## src/rtl/fcf_pkg.sv

```systemverilog
// Shared types and constants for the field comb factor block.
// No dependencies; every other file in rtl imports this package.
package fcf_pkg;

   localparam int LumaWidth       = 8;
   localparam int EnergyWidth     = 29;
   localparam int TotalWidth      = 23;
   localparam int RootWidth       = (EnergyWidth + 1) / 2;
   localparam int RemWidth        = RootWidth + 2;
   localparam int RadWidth        = 2 * RootWidth;
   localparam int StepCountWidth  = $clog2(RootWidth);
   localparam int SquareWidth     = 2 * (LumaWidth + 1);

   localparam logic [EnergyWidth-1:0] LineEnergyMax = {EnergyWidth{1'b1}};
   localparam logic [TotalWidth-1:0]  FieldTotalMax = TotalWidth'(8355840);
   localparam logic [StepCountWidth-1:0] LastRootStep = StepCountWidth'(RootWidth - 1);

   typedef enum logic [1:0] {
      ST_IDLE,
      ST_ROOT,
      ST_DONE
   } fcf_state_type;

   // controller -> datapath
   typedef struct packed {
      logic accept;     // item taken this cycle
      logic load_root;  // item closes a line: start the root
      logic root_step;  // one root digit
      logic finish;     // add root into the field total
   } fcf_cmd_type;

   // datapath -> controller
   typedef struct packed {
      logic item_close;  // pending item has line_end or field_end
      logic field_flag;  // root in flight belongs to a field end
      logic out_valid;   // result register full
   } fcf_status_type;

endpackage

```

## src/rtl/fcf_if.sv

```systemverilog
// Valid/ready channel interfaces for pixel items and comb factor results.
// Depends on fcf_pkg for field widths.
interface fcf_req_if;
   import fcf_pkg::*;

   logic                 valid;
   logic                 ready;
   logic [LumaWidth-1:0] luma_above;
   logic [LumaWidth-1:0] luma_middle;
   logic [LumaWidth-1:0] luma_below;
   logic                 line_end;
   logic                 field_end;

   modport source (
      output valid, luma_above, luma_middle, luma_below, line_end, field_end,
      input  ready
   );
   modport sink (
      input  valid, luma_above, luma_middle, luma_below, line_end, field_end,
      output ready
   );
endinterface

interface fcf_rsp_if;
   import fcf_pkg::*;

   logic                  valid;
   logic                  ready;
   logic [TotalWidth-1:0] comb_factor;

   modport source (output valid, comb_factor, input ready);
   modport sink   (input valid, comb_factor, output ready);
endinterface

```

## src/rtl/fcf_ctrl.sv

```systemverilog
// Controller: input handshake and sequencing of the digit-serial square root.
// Depends on fcf_pkg (state enum, command and status structs).
module fcf_ctrl (
   input  logic                    clock,
   input  logic                    reset,
   input  logic                    req_valid,
   output logic                    req_ready,
   input  logic                    rsp_ready,
   input  fcf_pkg::fcf_status_type status,
   output fcf_pkg::fcf_cmd_type    cmd
);
   import fcf_pkg::*;

   fcf_state_type             state_ff, state_in;
   logic [StepCountWidth-1:0] step_ff, step_in;
   logic                      can_finish;
   logic                      last_step;

   assign last_step  = (step_ff == LastRootStep);
   // a field-closing root may only finish when the result register frees up
   assign can_finish = !status.field_flag || !status.out_valid || rsp_ready;

   always_comb begin
      state_in = state_ff;
      case (state_ff)
         ST_IDLE: begin
            if (cmd.load_root) state_in = ST_ROOT;
         end
         ST_ROOT: begin
            if (last_step) state_in = ST_DONE;
         end
         ST_DONE: begin
            if (can_finish) state_in = ST_IDLE;
         end
         default: state_in = ST_IDLE;
      endcase
   end

   always_comb begin
      // plain pixels keep flowing while a root is in flight
      req_ready      = (state_ff == ST_IDLE) || !status.item_close;
      cmd.accept     = req_valid && req_ready;
      cmd.load_root  = cmd.accept && status.item_close;
      cmd.root_step  = (state_ff == ST_ROOT);
      cmd.finish     = (state_ff == ST_DONE) && can_finish;
      step_in        = step_ff;
      case (state_ff)
         ST_ROOT: step_in = step_ff + StepCountWidth'(1);
         default: step_in = '0;
      endcase
   end

   always_ff @(posedge clock) begin
      if (reset) begin
         state_ff <= ST_IDLE;
         step_ff  <= '0;
      end else begin
         state_ff <= state_in;
         step_ff  <= step_in;
      end
   end

   a_no_close_while_busy: assert property (@(posedge clock) disable iff (reset)
      (state_ff != ST_IDLE) |-> !(cmd.accept && status.item_close))
      else $error("line-closing item taken while a root is in flight");

   a_done_after_root: assert property (@(posedge clock) disable iff (reset)
      (state_ff == ST_DONE) |-> ($past(state_ff) == ST_ROOT || $past(state_ff) == ST_DONE))
      else $error("finish state entered without a root");

   a_root_full_length: assert property (@(posedge clock) disable iff (reset)
      (state_ff == ST_ROOT && !last_step) |=> (state_ff == ST_ROOT))
      else $error("root left before its last digit");

endmodule

```

## src/rtl/fcf_dp.sv

```systemverilog
// Datapath: pixel deviation square, line energy, square root digits,
// field total and the result register. Depends on fcf_pkg.
module fcf_dp (
   input  logic                        clock,
   input  logic                        reset,
   input  fcf_pkg::fcf_cmd_type        cmd,
   output fcf_pkg::fcf_status_type     status,
   input  logic [fcf_pkg::LumaWidth-1:0] luma_above,
   input  logic [fcf_pkg::LumaWidth-1:0] luma_middle,
   input  logic [fcf_pkg::LumaWidth-1:0] luma_below,
   input  logic                        line_end,
   input  logic                        field_end,
   input  logic                        rsp_ready,
   output logic                        rsp_valid,
   output logic [fcf_pkg::TotalWidth-1:0] comb_factor
);
   import fcf_pkg::*;

   localparam int DevWidth = LumaWidth + 3;

   logic [EnergyWidth-1:0] energy_ff, energy_in;
   logic [RadWidth-1:0]    rad_ff, rad_in;
   logic [RemWidth-1:0]    rem_ff, rem_in;
   logic [RootWidth-1:0]   root_ff, root_in;
   logic                   field_flag_ff, field_flag_in;
   logic [TotalWidth-1:0]  total_ff, total_in;
   logic                   out_valid_ff, out_valid_in;
   logic [TotalWidth-1:0]  comb_ff, comb_in;

   logic signed [DevWidth-1:0] dev;
   logic [LumaWidth:0]         dev_abs;
   logic [SquareWidth-1:0]     square;
   logic [EnergyWidth:0]       energy_sum;
   logic [EnergyWidth-1:0]     energy_sat;
   logic [RemWidth+1:0]        rem_shift;
   logic [RemWidth+1:0]        trial;
   logic [TotalWidth:0]        total_sum;
   logic [TotalWidth-1:0]      total_sat;

   always_comb begin
      dev = signed'(DevWidth'(luma_above)) + signed'(DevWidth'(luma_below))
            - signed'(DevWidth'({luma_middle, 1'b0}));
      dev_abs    = dev[DevWidth-1] ? (LumaWidth+1)'(-dev) : (LumaWidth+1)'(dev);
      square     = dev_abs * dev_abs;
      energy_sum = (EnergyWidth+1)'(energy_ff) + (EnergyWidth+1)'(square);
      energy_sat = energy_sum[EnergyWidth] ? LineEnergyMax : energy_sum[EnergyWidth-1:0];

      // one root digit: bring down two radicand bits, try 4q+1
      rem_shift = {rem_ff, rad_ff[RadWidth-1 -: 2]};
      trial     = {2'b00, root_ff, 2'b01};

      total_sum = (TotalWidth+1)'(total_ff) + (TotalWidth+1)'(root_ff);
      total_sat = (total_sum > (TotalWidth+1)'(FieldTotalMax)) ? FieldTotalMax
                                                               : total_sum[TotalWidth-1:0];
   end

   always_comb begin
      energy_in     = energy_ff;
      rad_in        = rad_ff;
      rem_in        = rem_ff;
      root_in       = root_ff;
      field_flag_in = field_flag_ff;
      total_in      = total_ff;
      out_valid_in  = out_valid_ff && !rsp_ready;
      comb_in       = comb_ff;

      if (cmd.accept) begin
         energy_in = cmd.load_root ? '0 : energy_sat;
      end
      if (cmd.load_root) begin
         rad_in        = RadWidth'(energy_sat);
         rem_in        = '0;
         root_in       = '0;
         field_flag_in = field_end;
      end else if (cmd.root_step) begin
         rad_in = {rad_ff[RadWidth-3:0], 2'b00};
         if (rem_shift >= trial) begin
            rem_in  = RemWidth'(rem_shift - trial);
            root_in = {root_ff[RootWidth-2:0], 1'b1};
         end else begin
            rem_in  = RemWidth'(rem_shift);
            root_in = {root_ff[RootWidth-2:0], 1'b0};
         end
      end
      if (cmd.finish) begin
         if (field_flag_ff) begin
            total_in     = '0;
            comb_in      = total_sat;
            out_valid_in = 1'b1;
         end else begin
            total_in = total_sat;
         end
      end
   end

   always_ff @(posedge clock) begin
      if (reset) begin
         energy_ff     <= '0;
         total_ff      <= '0;
         out_valid_ff  <= 1'b0;
         field_flag_ff <= 1'b0;
      end else begin
         energy_ff     <= energy_in;
         total_ff      <= total_in;
         out_valid_ff  <= out_valid_in;
         field_flag_ff <= field_flag_in;
      end
   end

   always_ff @(posedge clock) begin
      rad_ff  <= rad_in;
      rem_ff  <= rem_in;
      root_ff <= root_in;
      comb_ff <= comb_in;
   end

   assign status.item_close = line_end || field_end;
   assign status.field_flag = field_flag_ff;
   assign status.out_valid  = out_valid_ff;
   assign rsp_valid         = out_valid_ff;
   assign comb_factor       = comb_ff;

   a_energy_cleared: assert property (@(posedge clock) disable iff (reset)
      cmd.load_root |=> (energy_ff == '0))
      else $error("line energy not cleared after line close");

   a_total_cleared: assert property (@(posedge clock) disable iff (reset)
      (cmd.finish && field_flag_ff) |=> (total_ff == '0 && out_valid_ff))
      else $error("field total not cleared or result missing after field end");

   a_total_bounded: assert property (@(posedge clock) disable iff (reset)
      (total_ff <= FieldTotalMax) && (!out_valid_ff || comb_ff <= FieldTotalMax))
      else $error("field total above its saturation limit");

endmodule

```

## src/rtl/field_comb_factor.sv

```systemverilog
// Field comb factor: items that do not close a line are taken every cycle; a
// line-closing item starts a 15-digit square root (one digit per cycle), after which
// the root is added into the field total; a field end moves that total into the result
// register. The next line-closing item is not taken until the previous root has been
// added (later while a field total waits for an unread result).
// Synchronous active-high reset clears line energy, field total and the result valid.
module field_comb_factor (
   input  logic       clock,
   input  logic       reset,
   fcf_req_if.sink    req_chan,
   fcf_rsp_if.source  rsp_chan
);
   import fcf_pkg::*;

   fcf_cmd_type    cmd;
   fcf_status_type status;

   fcf_ctrl u_ctrl (
      .clock     (clock),
      .reset     (reset),
      .req_valid (req_chan.valid),
      .req_ready (req_chan.ready),
      .rsp_ready (rsp_chan.ready),
      .status    (status),
      .cmd       (cmd)
   );

   fcf_dp u_dp (
      .clock       (clock),
      .reset       (reset),
      .cmd         (cmd),
      .status      (status),
      .luma_above  (req_chan.luma_above),
      .luma_middle (req_chan.luma_middle),
      .luma_below  (req_chan.luma_below),
      .line_end    (req_chan.line_end),
      .field_end   (req_chan.field_end),
      .rsp_ready   (rsp_chan.ready),
      .rsp_valid   (rsp_chan.valid),
      .comb_factor (rsp_chan.comb_factor)
   );

endmodule
```

## src/flat_wrapper.sv

```systemverilog
// flat-port wrapper written by rule: the top's interface ports become plain ports
module field_comb_factor_flat import fcf_pkg::*;
  (clock, reset, req_chan_valid, req_chan_luma_above, req_chan_luma_middle, req_chan_luma_below, req_chan_line_end, req_chan_field_end, req_chan_ready, rsp_chan_valid, rsp_chan_comb_factor, rsp_chan_ready);
  fcf_req_if req_chan_i ();
  fcf_rsp_if rsp_chan_i ();
  input  logic clock;
  input  logic reset;
  input wire logic [$bits(req_chan_i.valid)-1:0] req_chan_valid;
  input wire logic [$bits(req_chan_i.luma_above)-1:0] req_chan_luma_above;
  input wire logic [$bits(req_chan_i.luma_middle)-1:0] req_chan_luma_middle;
  input wire logic [$bits(req_chan_i.luma_below)-1:0] req_chan_luma_below;
  input wire logic [$bits(req_chan_i.line_end)-1:0] req_chan_line_end;
  input wire logic [$bits(req_chan_i.field_end)-1:0] req_chan_field_end;
  output wire logic [$bits(req_chan_i.ready)-1:0] req_chan_ready;
  output wire logic [$bits(rsp_chan_i.valid)-1:0] rsp_chan_valid;
  output wire logic [$bits(rsp_chan_i.comb_factor)-1:0] rsp_chan_comb_factor;
  input wire logic [$bits(rsp_chan_i.ready)-1:0] rsp_chan_ready;
  assign req_chan_i.valid = req_chan_valid;
  assign req_chan_i.luma_above = req_chan_luma_above;
  assign req_chan_i.luma_middle = req_chan_luma_middle;
  assign req_chan_i.luma_below = req_chan_luma_below;
  assign req_chan_i.line_end = req_chan_line_end;
  assign req_chan_i.field_end = req_chan_field_end;
  assign req_chan_ready = req_chan_i.ready;
  assign rsp_chan_valid = rsp_chan_i.valid;
  assign rsp_chan_comb_factor = rsp_chan_i.comb_factor;
  assign rsp_chan_i.ready = rsp_chan_ready;
  field_comb_factor u_core (.clock(clock), .reset(reset), .req_chan(req_chan_i), .rsp_chan(rsp_chan_i));
endmodule
```

## config.mk

```make
export PLATFORM = sky130hd
export DESIGN_NAME = field_comb_factor_flat
export DESIGN_NICKNAME = d
export VERILOG_FILES = /design/src/rtl/fcf_pkg.sv /design/src/rtl/fcf_if.sv /design/src/rtl/fcf_ctrl.sv /design/src/rtl/fcf_dp.sv /design/src/rtl/field_comb_factor.sv /design/src/flat_wrapper.sv
export SDC_FILE = /design/constraint.sdc
export NUM_CORES = 1
export LEC_CHECK = 0
export BUFFER_PORTS_ARGS = -buffer_cell sky130_fd_sc_hd__buf_2
export CELL_PAD_IN_SITES_DETAIL_PLACEMENT = 2
export CELL_PAD_IN_SITES_GLOBAL_PLACEMENT = 2
export CORE_MARGIN = 4
export CORE_UTILIZATION = 43
export CTS_CLUSTER_SIZE = 24
export DETAILED_ROUTE_END_ITERATION = 12
export PLACE_DENSITY_LB_ADDON = 0.25
export RECOVER_POWER = 25
export SLEW_MARGIN = 20
export SYNTH_ARGS = -nofsm -noshare
export SYNTH_HDL_FRONTEND = slang
export SYNTH_HIERARCHICAL = 1
export SYNTH_SLANG_ARGS = --single-unit
```

## constraint.sdc

```tcl
create_clock -name clock -period 25.7 [get_ports clock]
set_input_delay 5.14 -clock clock [delete_from_list [all_inputs] [get_ports clock]]
set_output_delay 5.14 -clock clock [all_outputs]
set_load 0.005 [all_outputs]
```

# Word level (Yosys, flattened, before mapping)
# Index checks and enable logic that the tools add are counted.
# Widths: inputs -> output; s select.
# totals
inputBits,30
ramBits,0
n_memories,0
latchBits,0
mem_bits_ro,0
register_bits,145
# classes
multipliers,1
bitwise,1
n_reduce_logical,17
order_cmp,2
div_mod_pow,0
mux,15
eq_ne,6
add_sub_neg,7
shift,0
# ops
cell,count
$mux 29,4
$mux 23,2
$add 29x18->30,1
$add 23x15->24,1
$gt 24x23->1 const B,1
$ge 19x17->1,1
$mul 9x9->18,1
$mux 17,1
$sub 17x17->17,1
$sub 9x9->10,1
$add 8x8->9,1
$mux 9,1
$neg 9->9,1
$mux 2,3
$ne 2x2->1 const B,3
$pmux 2 s3,1
$add 4x1->4 const B,1
$eq 4x4->1 const B,1
$logic_and 1x1->1,4
$logic_not 1->1,4
$logic_or 1x1->1,4
$mux 1,3
$reduce_and 3->1,1
$eq 2x1->1 const B,1
other kinds (6),6

# Longest topological paths before layout
# Gate-level depths: netlist of run 1.
# logic_depth
depth_word,8
depth_mapped,34

# By module
# The synthesis of run 1 kept the hierarchy.
# modules_own_cells
module,seq_area_each_um2,instances,cells_per_inst,area_per_inst_um2
fcf_dp,3303.2,1,1268,11203.2
fcf_ctrl,120.1,1,32,317.8

# Least setup slack after synthesis of run 1
# No wires, ideal clock.
# synth_path
path_kind,input-to-reg
from,input port req_chan_luma_above[2]
to,register u_core.u_dp.rad_ff[10] (data pin)
arrival_ns,12.871
path_stages,33
path_slack_ns,12.683
path_buffers,2
setup_ns,0.146
path_cell_list,inv_1 > fa_1 > inv_1 > ha_1 > a21oi_1 > o21ai_0 > a21o_1 > nand2_1 > a221oi_1 > o21a_1 > xnor2_1 > clkbuf_1 > nor2_1 > ha_1 > xnor2_1 > fa_1 > inv_1 > fa_1 > fa_1 > inv_1 > fa_1 > inv_1 > ha_1 > a21o_1 > a21oi_1 > o21ai_0 > nor2_1 > a211oi_1 > o21ai_0 > a21oi_1 > buf_2 > nor2_1 > a21oi_1
# synth_via
elab_chain_cells,8
# synth_rtl
item,line_no,source
start: declaration,flat_wrapper.sv:9,input wire logic [$bits(req_chan_i.luma_above)-1:0] req_chan_luma_above;
$add 8x8->9 *,fcf_dp.sv:41,dev = signed'(DevWidth'(luma_above)) + signed'(DevWidth'(luma_below))
$sub 9x9->10 *,fcf_dp.sv:42,"- signed'(DevWidth'({luma_middle, 1'b0}));"
$neg 9->9,fcf_dp.sv:43,dev_abs = dev[DevWidth-1] ? (LumaWidth+1)'(-dev) : (LumaWidth+1)'(dev);
$mux 9 *,fcf_dp.sv:43,
$mul 9x9->18 *,fcf_dp.sv:44,square = dev_abs * dev_abs;
$add 29x18->30 *,fcf_dp.sv:45,energy_sum = (EnergyWidth+1)'(energy_ff) + (EnergyWidth+1)'(square);
$mux 29 *,fcf_dp.sv:46,energy_sat = energy_sum[EnergyWidth] ? LineEnergyMax : energy_sum[EnergyWidth-1:0];
$mux 29 *,fcf_dp.sv:70,if (cmd.load_root) begin
named net u_core.u_dp.rad_in[10],fcf_dp.sv:22,"logic [RadWidth-1:0] rad_ff, rad_in;"
end signal: assignment,fcf_dp.sv:111,rad_ff <= rad_in;
end: declaration,fcf_dp.sv:22,
# Mark *: on every way through the listed nets, which the timed path passes. The rest lies on a longest branch.
# A chain may end at the register's enable or synchronous reset.

# Final worst setup path of run 1
# layout_path
from,input port req_chan_luma_above[2]
to,register u_core.u_dp.rad_ff[5] (data pin)
# The elaborated chain is that of the path after synthesis.

==> results.cfg, run 1 <==
[grt]
grt_use_met1 = 0.296
met3_usage = 0.0372
grt_pass1_vias = 11500
grt_use_total = 0.268
grt_busiest_layer = met2
grt_pass1_wl_mm = 62.1
grt_overflow_total = 0
grt_max_degree = 49
antenna_found_initial = 1
gr-usage-met2 = 0.507

[finish]
area_delta_synth_final_pct = 9.23
layout_common_cells = inv_1, nor2_1, dfxtp_1
diodes = 0
drive_above_1_share = 0.0925
fillers = 2894
stdcell_count = 1687
mostFrequentLayoutCell = inv_1
finalNetCount = 1511

[sta]
rsz0062_at_grt = no
fin_setup_tns_ns = 0
drv_slew = 40
max_freq_mhz = 68.7
min_period_over_period = 0.567
max-slew-margin-rel = -0.512
setup_viol = 0
period_needed_ns = 14.56
skew_ns = 0.0141
worst_pin_slew_ns = 2.27
finalHoldViolCount = 0
setup_ws_ns = 11.14

[floorplan]
num_io_pins = 55
start_util = 0.440
dieWidth_um = 172
die_area_sq_um = 29500
fp-row-count = 59
die-height_um = 172
core_area_sq_um = 26200

[synthesis]
synth_area_sq_um = 11500
ys_ff_latch = 145
avgSynthCellArea_sq_um = 8.86
synth-seq-area-share = 0.297
async_flop_share = 0
dominantRegCellSynth = dfxtp_1
yosysUniqueCellTypes = 96
yosysWarnings = 6
synth_nets = 1472
synth_cells = 1300
yosys-top-cells-area = dfxtp_1, edfxtp_1, ha_1
netlist.area_leader.share = 0.162
yosysTopAreaCell = dfxtp_1
synth-edff-count = 52

[place]
detailed_place_hpwl_mm = 27.2
dp.cells = 1655
pre_cts_ws_ns = 10.92
gp_congestion = 0.816
io_buffers = 54

[clocking]
cts_max_level = 4
clockRootBuffer = clkbuf_16
insertion_delay_ns = 0.44
postCtsSetupBuffers = 0
clock-sinks = 145
cts_tree = built
clk_path_buf_depth = 2
ctsHoldBuffers = 0
clk_pin_slew_ns = 0.07
cts_buffers = 17
cts_resized = 0

[worst_setup_path]
path_max_fanout = 18
reg2reg_depth = 12
slowest_delay_ns = 0.92
r2r_end = u_core/u_dp/total_ff[3]
crit_arrival_ns = 14.81
crit_type = input port to flop
regToRegStartpoint = u_core/u_dp/root_ff[0]
endpoint_kind = flop
required_ns = 25.95
crit_slowest_cell = a21oi_2
worst_setup_path_start_kind = input port
critPathLaunch = req_chan_luma_above[2]
r2r_slack_ns = 20.63
endpoint = u_core/u_dp/rad_ff[5]

[drt]
drt_iter0_drc = 522
dr_total_vias = 10000
via_per_inst = 5.93
wl_per_cell_um = 23.2
dr.pass1.iters = 5
drc = 0
antenna_left = 0
wirelength_mm = 39.2

[min_path]
min_path_type = flop to flop

[run_status]
status = finished, violations left
violations = max-capacitance violations, max-slew violations

[flow_run]
maxCapViolCount = 1
==> cell usage after synthesis, types with 10 or more instances <==
| cell type | number |
|---|---|
| nand2b_1 | 16 |
| fa_1 | 54 |
| xor2_1 | 21 |
| nor2b_1 | 22 |
| and2_1 | 11 |
| a21oi_1 | 71 |
| nor2_1 | 150 |
| xnor2_1 | 39 |
| edfxtp_1 | 52 |
| inv_1 | 179 |
| nand3_1 | 19 |
| a21o_1 | 21 |
| nand2_1 | 77 |
| ha_1 | 88 |
| a31oi_1 | 13 |
| clkbuf_1 | 25 |
| o21ai_0 | 54 |
| a211oi_1 | 28 |
| dfxtp_1 | 93 |
| mux2i_1 | 29 |
| and3_1 | 14 |
| o22ai_1 | 10 |
| nor3_1 | 20 |
==> logic make-up after synthesis <==
family,count (synthesis),synth area share
adder cells (fa/ha/maj),142,0.189
flip-flops,145,0.297
AO/OA/AOI/OAI,307,0.194
AND/OR/NAND/NOR,387,0.164
multiplexers,35,0.0311
XOR/XNOR,60,0.0456
buffers and inverters,224,0.0791
==> stage by stage <==
step                utilization  cell area, sq um  hold slack (ns)
finish                    0.480             12600            0.479
global route              0.480             12600            0.502
CTS                       0.483             12700            0.486
detailed placement        0.460             12100            0.466
global placement          0.460             12100            0.444
floorplan                     -             11500            0.430
==> flip-flops by register name, summed over array words and instances, names as in the netlist <==
| register | count |
|---|---|
| u_core/u_dp/rsp_valid | 1 |
| u_core/u_dp/rem_ff | 17 |
| u_core/u_dp/energy_ff | 29 |
| u_core/u_dp/rad_ff | 30 |
| u_core/u_ctrl/step_ff | 4 |
| u_core/u_ctrl/state_ff | 2 |
| u_core/u_dp/total_ff | 23 |
| u_core/u_dp/comb_factor | 23 |
| u_core/u_dp/field_flag_ff | 1 |
| u_core/u_dp/root_ff | 15 |
==> cell type report <==
cell class                 instances  area (sq um)  area share
sequential                       145          3420       0.272
clock inverter                    14           168      0.0133
tap                              335           419      0.0333
multi-input combinational        931          7160       0.569
clock buffer                      18           429      0.0341
timing repair buffer              62           300      0.0239
inverter                         182           683      0.0543
==> worst max-delay path, delay by kind of cell <==
family	cells	cell delay (ns)
AOI/OAI and AO/OA	12	3.83
xor gates and xnor gates	2	0.89
adders and majority gates	8	3.73
buffers and inverters	6	0.32
and+or+nand+nor	5	0.86
==> routing by layer <==
| metal | vias to the layer above | wire, um |
|---|---|---|
| met3 | 111 | 1040 |
| met1 | 5093 | 15400 |
| li1 | 4582 | - |
| met4 | 2 | 1570 |
| met5 | - | 13 |
| met2 | 221 | 21100 |
==> worst min path at each step <==
stage	depth (start not counted)	start	to	slack [ns]
5_1_grt	1	u_core/u_ctrl/step_ff[0]	u_core/u_ctrl/step_ff[0]	0.50
3_3_place_gp	2	u_core/u_dp/energy_ff[0]	u_core/u_dp/energy_ff[0]	0.44
6_report	1	u_core/u_ctrl/step_ff[0]	u_core/u_ctrl/step_ff[0]	0.48
4_1_cts	1	u_core/u_ctrl/step_ff[0]	u_core/u_ctrl/step_ff[0]	0.49
3_5_place_dp	1	u_core/u_ctrl/step_ff[0]	u_core/u_ctrl/step_ff[0]	0.47
2_1_floorplan	1	u_core/u_ctrl/step_ff[0]	u_core/u_ctrl/step_ff[0]	0.43
Power of run 1 is left out: the tool's default activity adds up to more than one toggle a clock period on the data nets, which glitch-free logic cannot reach.
==> run 2, diff against run 1 <==
CORE_UTILIZATION = 36   (was 43)
clock period = 12.5 ns   (was 25.7 ns; I/O delays follow)
==> results.cfg, run 2 (synthesized netlist as in run 1, its figures left out) <==
[drt]
wl_per_cell_um = 19.1
drc = 0
dr_total_vias = 9525
via_per_inst = 5.42
antenna_left = 0
drt_iter0_drc = 337
dr.pass1.iters = 4
wirelength_mm = 33.5

[finish]
mostFrequentLayoutCell = inv_1
fillers = 3504
area_delta_synth_final_pct = 10.4
utilization = 0.403
largest_reg_flops = 30
drive_above_1_share = 0.104
finalNetCount = 1514
layout_common_cells = inv_1, nor2_1, dfxtp_1
diodes = 0
stdcell_count = 1757
regMostFlops = u_core/u_dp/rad_ff
reg.largest.list = u_core/u_dp/rad_ff: 30 flops, u_core/u_dp/energy_ff: 29 flops

[sta]
fin_setup_tns_ns = 0
max_freq_mhz = 87.5
drv_slew = 66
setup_ws_ns = 1.07
finalHoldViolCount = 0
rsz0062_at_grt = no
skew_ns = 0.00906
min_period_over_period = 0.914
worst_pin_slew_ns = 2.31
max-slew-margin-rel = -0.542
setup_viol = 0
period_needed_ns = 11.43

[clocking]
clock-sinks = 145
clk_path_buf_depth = 2
clockRootBuffer = clkbuf_16
cts_tree = built
cts_max_level = 4
cts_buffers = 17
postCtsSetupBuffers = 0
insertion_delay_ns = 0.43
cts_resized = 0
ctsHoldBuffers = 0
clk_pin_slew_ns = 0.07

[worst_setup_path]
crit_arrival_ns = 11.61
endpoint_kind = flop
regToRegStartpoint = u_core/u_dp/root_ff[0]
r2r_slack_ns = 8.18
required_ns = 12.68
crit_type = input port to flop
reg2reg_depth = 12
slowest_delay_ns = 0.74
r2r_end = u_core/u_dp/total_ff[4]
crit_slowest_cell = xnor2_1
worst_setup_path_start_kind = input port
path_max_fanout = 14

[place]
pre_cts_ws_ns = 0.695
detailed_place_hpwl_mm = 25.3
gp_congestion = 0.787
dp.cells = 1725
io_buffers = 54

[floorplan]
start_util = 0.365
num_io_pins = 55
core_area_sq_um = 31600
dieWidth_um = 187
fp-row-count = 65
die-height_um = 187
die_area_sq_um = 34900

[flow_run]
maxCapViolCount = 2

[run_status]
violations = max-capacitance violations, max-slew violations
status = finished, violations left

[min_path]
min_path_type = flop to flop
hp-start = u_core/u_dp/energy_ff[18]
min_path_cells = 2
whs_endpoint = u_core/u_dp/energy_ff[18]

[grt]
antenna_found_initial = 0
grt_pass1_wl_mm = 55.2
grt_pass1_vias = 10600
grt_max_degree = 49
grt_overflow_total = 0
grt_use_total = 0.191
## run 2: worst max path at each step
| stage | startpoint | to | cells past startpoint | slack, ns |
|---|---|---|---|---|
| 3_3_place_gp | req_chan_luma_above[2] | u_core/u_dp/rad_ff[15] | 33 | 1.08 |
| 3_5_place_dp | req_chan_luma_above[2] | u_core/u_dp/rad_ff[15] | 33 | 0.69 |
| 6_report | req_chan_luma_above[2] | u_core/u_dp/rad_ff[15] | 33 | 1.07 |
| 5_1_grt | req_chan_luma_above[2] | u_core/u_dp/rad_ff[15] | 33 | 0.39 |
| 2_1_floorplan | req_chan_luma_above[2] | u_core/u_dp/rad_ff[10] | 33 | 2.12 |
| 4_1_cts | req_chan_luma_above[2] | u_core/u_dp/rad_ff[15] | 33 | 1.12 |
## run 2: critical path, delay by kind of cell
family / cells / cell delay [ns]
mux: 1 / 0.32
xor+xnor: 2 / 0.91
simple gates: 4 / 0.72
buf+inv: 6 / 0.31
fa+ha+maj: 8 / 3.69
compound gates: 12 / 3.16
## run 2: per-layer routing
metal / share of wire / vias to the layer above / wire [um] / GRT usage
li1: - / 4582 / - / -
met2: 0.54 / 69 / 18100 / 0.366
met1: 0.44 / 4847 / 14600 / 0.230
met5: 0 / - / 0 / 0
met4: 0.014 / 0 / 464 / 0.0461
met3: 0.012 / 27 / 404 / 0.0189
## run 2: stage by stage
step	hold slack (ns)	instance area, sq um
2_1_floorplan	0.430	11500
3_3_place_gp	0.445	12200
3_5_place_dp	0.459	12200
4_1_cts	0.473	12800
5_1_grt	0.513	12700
6_report	0.467	12700
## run 2: layout make-up
cell class	count	area, sq um	share of cell area
Multi-Input combinational cell	931	7180	0.565
Sequential cell	145	3420	0.269
Inverter	182	683	0.0537
Tap cell	402	503	0.0396
Clock buffer	20	468	0.0368
Timing Repair Buffer	65	334	0.0263
Clock inverter	12	120	0.00945
Power of run 2 is left out for the same reason.
==> run 3, diff against run 2 <==
==> constraint.sdc (replaced) <==
create_clock -name clock -period 12.5 [get_ports clock]
set_input_delay 0.625 -clock clock [delete_from_list [all_inputs] [get_ports clock]]
set_output_delay 0.625 -clock clock [all_outputs]
set_load 0.005 [all_outputs]
==> results.cfg, run 3 (synthesized netlist as in run 1, its figures left out) <==
[run_status]
status = finished, violations left
violations = max-capacitance violations, max-slew violations

[sta]
worst_pin_slew_ns = 2.48
skew_ns = 0.0102
period_needed_ns = 9.52
finalHoldViolCount = 0
fin_setup_tns_ns = 0
setup_viol = 0
rsz0062_at_grt = no
drv_slew = 115
min_period_over_period = 0.762
max_freq_mhz = 105
max-slew-margin-rel = -0.654

[worst_setup_path]
r2r_slack_ns = 8.47
crit_slowest_cell = xnor2_1
required_ns = 12.68
path_max_fanout = 14
endpoint_kind = flop
reg2reg_depth = 12
regToRegStartpoint = u_core/u_dp/root_ff[0]
worst_setup_path_start_kind = input port
crit_type = input port to flop
slowest_delay_ns = 0.72
r2r_end = u_core/u_dp/total_ff[8]
crit_arrival_ns = 9.70

[finish]
finalNetCount = 1513
largest_reg_flops = 30
area_delta_synth_final_pct = 10.5
drive_above_1_share = 0.106
reg.largest.list = u_core/u_dp/rad_ff: 30 flops, u_core/u_dp/energy_ff: 29 flops
layout_common_cells = inv_1, nor2_1, dfxtp_1
mostFrequentLayoutCell = inv_1
diodes = 0
regMostFlops = u_core/u_dp/rad_ff
fillers = 3592

[place]
detailed_place_hpwl_mm = 25.1
gp_congestion = 0.795
io_buffers = 54

[grt]
grt_use_total = 0.192
grt_use_met1 = 0.232
grt_pass1_vias = 10600
met3_usage = 0.0239
antenna_found_initial = 0
grt_pass1_wl_mm = 55.3
gr-usage-met2 = 0.365
grt_max_degree = 49
grt_overflow_total = 0
grt_busiest_layer = met2

[clocking]
clk_pin_slew_ns = 0.06
cts_resized = 0
clockRootBuffer = clkbuf_16
cts_tree = built
cts_max_level = 4
insertion_delay_ns = 0.43
clk_path_buf_depth = 2
postCtsSetupBuffers = 0
clock-sinks = 145
ctsHoldBuffers = 0
cts_buffers = 17

[min_path]
min_path_cells = 1
hp-start = u_core/u_ctrl/step_ff[0]
whs_endpoint = u_core/u_ctrl/step_ff[0]
min_path_type = flop to flop

[floorplan]
num_io_pins = 55
start_util = 0.365
core_area_sq_um = 31600
die-height_um = 187
fp-row-count = 65
dieWidth_um = 187
die_area_sq_um = 34900

[drt]
drt_iter0_drc = 525
antenna_left = 0
dr.pass1.iters = 4
dr_total_vias = 9494
wl_per_cell_um = 19.0
drc = 0
wirelength_mm = 33.3
via_per_inst = 5.41

[flow_run]
maxCapViolCount = 3
## run 3: cell count changes in the layout (fill, tap and decap cells not counted), sizes merged
cell,before,now
bufinv,1,0
inv,186,183
clkinvlp,1,2
clkbuf,33,34
buf,52,53
## run 3: worst max path at each step
stage	slack, ns	endpoint	cells past startpoint	from
6_report	2.98	u_core/u_dp/rad_ff[15]	33	req_chan_luma_above[2]
5_1_grt	2.13	u_core/u_dp/energy_ff[23]	33	req_chan_luma_above[2]
4_1_cts	3.01	u_core/u_dp/rad_ff[15]	33	req_chan_luma_above[2]
3_5_place_dp	2.60	u_core/u_dp/rad_ff[15]	33	req_chan_luma_above[2]
3_3_place_gp	2.97	u_core/u_dp/rad_ff[15]	33	req_chan_luma_above[2]
2_1_floorplan	4.00	u_core/u_dp/rad_ff[10]	33	req_chan_luma_above[2]
## run 3: area by class of cell
type | instances | area [sq um] | area share
multi-input cells | 931 | 7190 | 0.565
repair buffers | 64 | 327 | 0.0257
well taps | 402 | 503 | 0.0395
flip-flops and latches | 145 | 3420 | 0.269
inverters | 182 | 683 | 0.0537
clock inverters | 9 | 63.8 | 0.00501
clock buffers | 23 | 543 | 0.0427
## run 3: per-layer routing
metal  part of all wire  vias up  wire (um)
li1                   -     4587          -
met1               0.44     4816      14500
met2               0.54       72      18000
met3              0.016       19        521
met4             0.0097        0        323
met5                  0        -          0
## run 3: worst max-delay path: cells and delay by family
| family | cells | cell delay, ns |
|---|---|---|
| adders and majority gates | 8 | 3.71 |
| AOI/OAI and AO/OA | 12 | 3.15 |
| xor gates and xnor gates | 2 | 0.90 |
| and+or+nand+nor | 4 | 0.70 |
| muxes | 1 | 0.32 |
| buffers and inverters | 6 | 0.30 |
## run 3: stage by stage
step | hold slack [ns] | instances | utilization | instance area, sq um | worst slack, ns
floorplan | 0.430 | 1300 | - | 11500 | 4.00
global route | 0.451 | 1756 | 0.403 | 12700 | 2.13
global placement | 0.443 | 1724 | 0.385 | 12200 | 2.97
CTS | 0.452 | 1756 | 0.405 | 12800 | 3.01
finish | 0.474 | 1756 | 0.403 | 12700 | 2.98
detailed placement | 0.461 | 1724 | 0.385 | 12200 | 2.60
Power of run 3 is left out for the same reason.
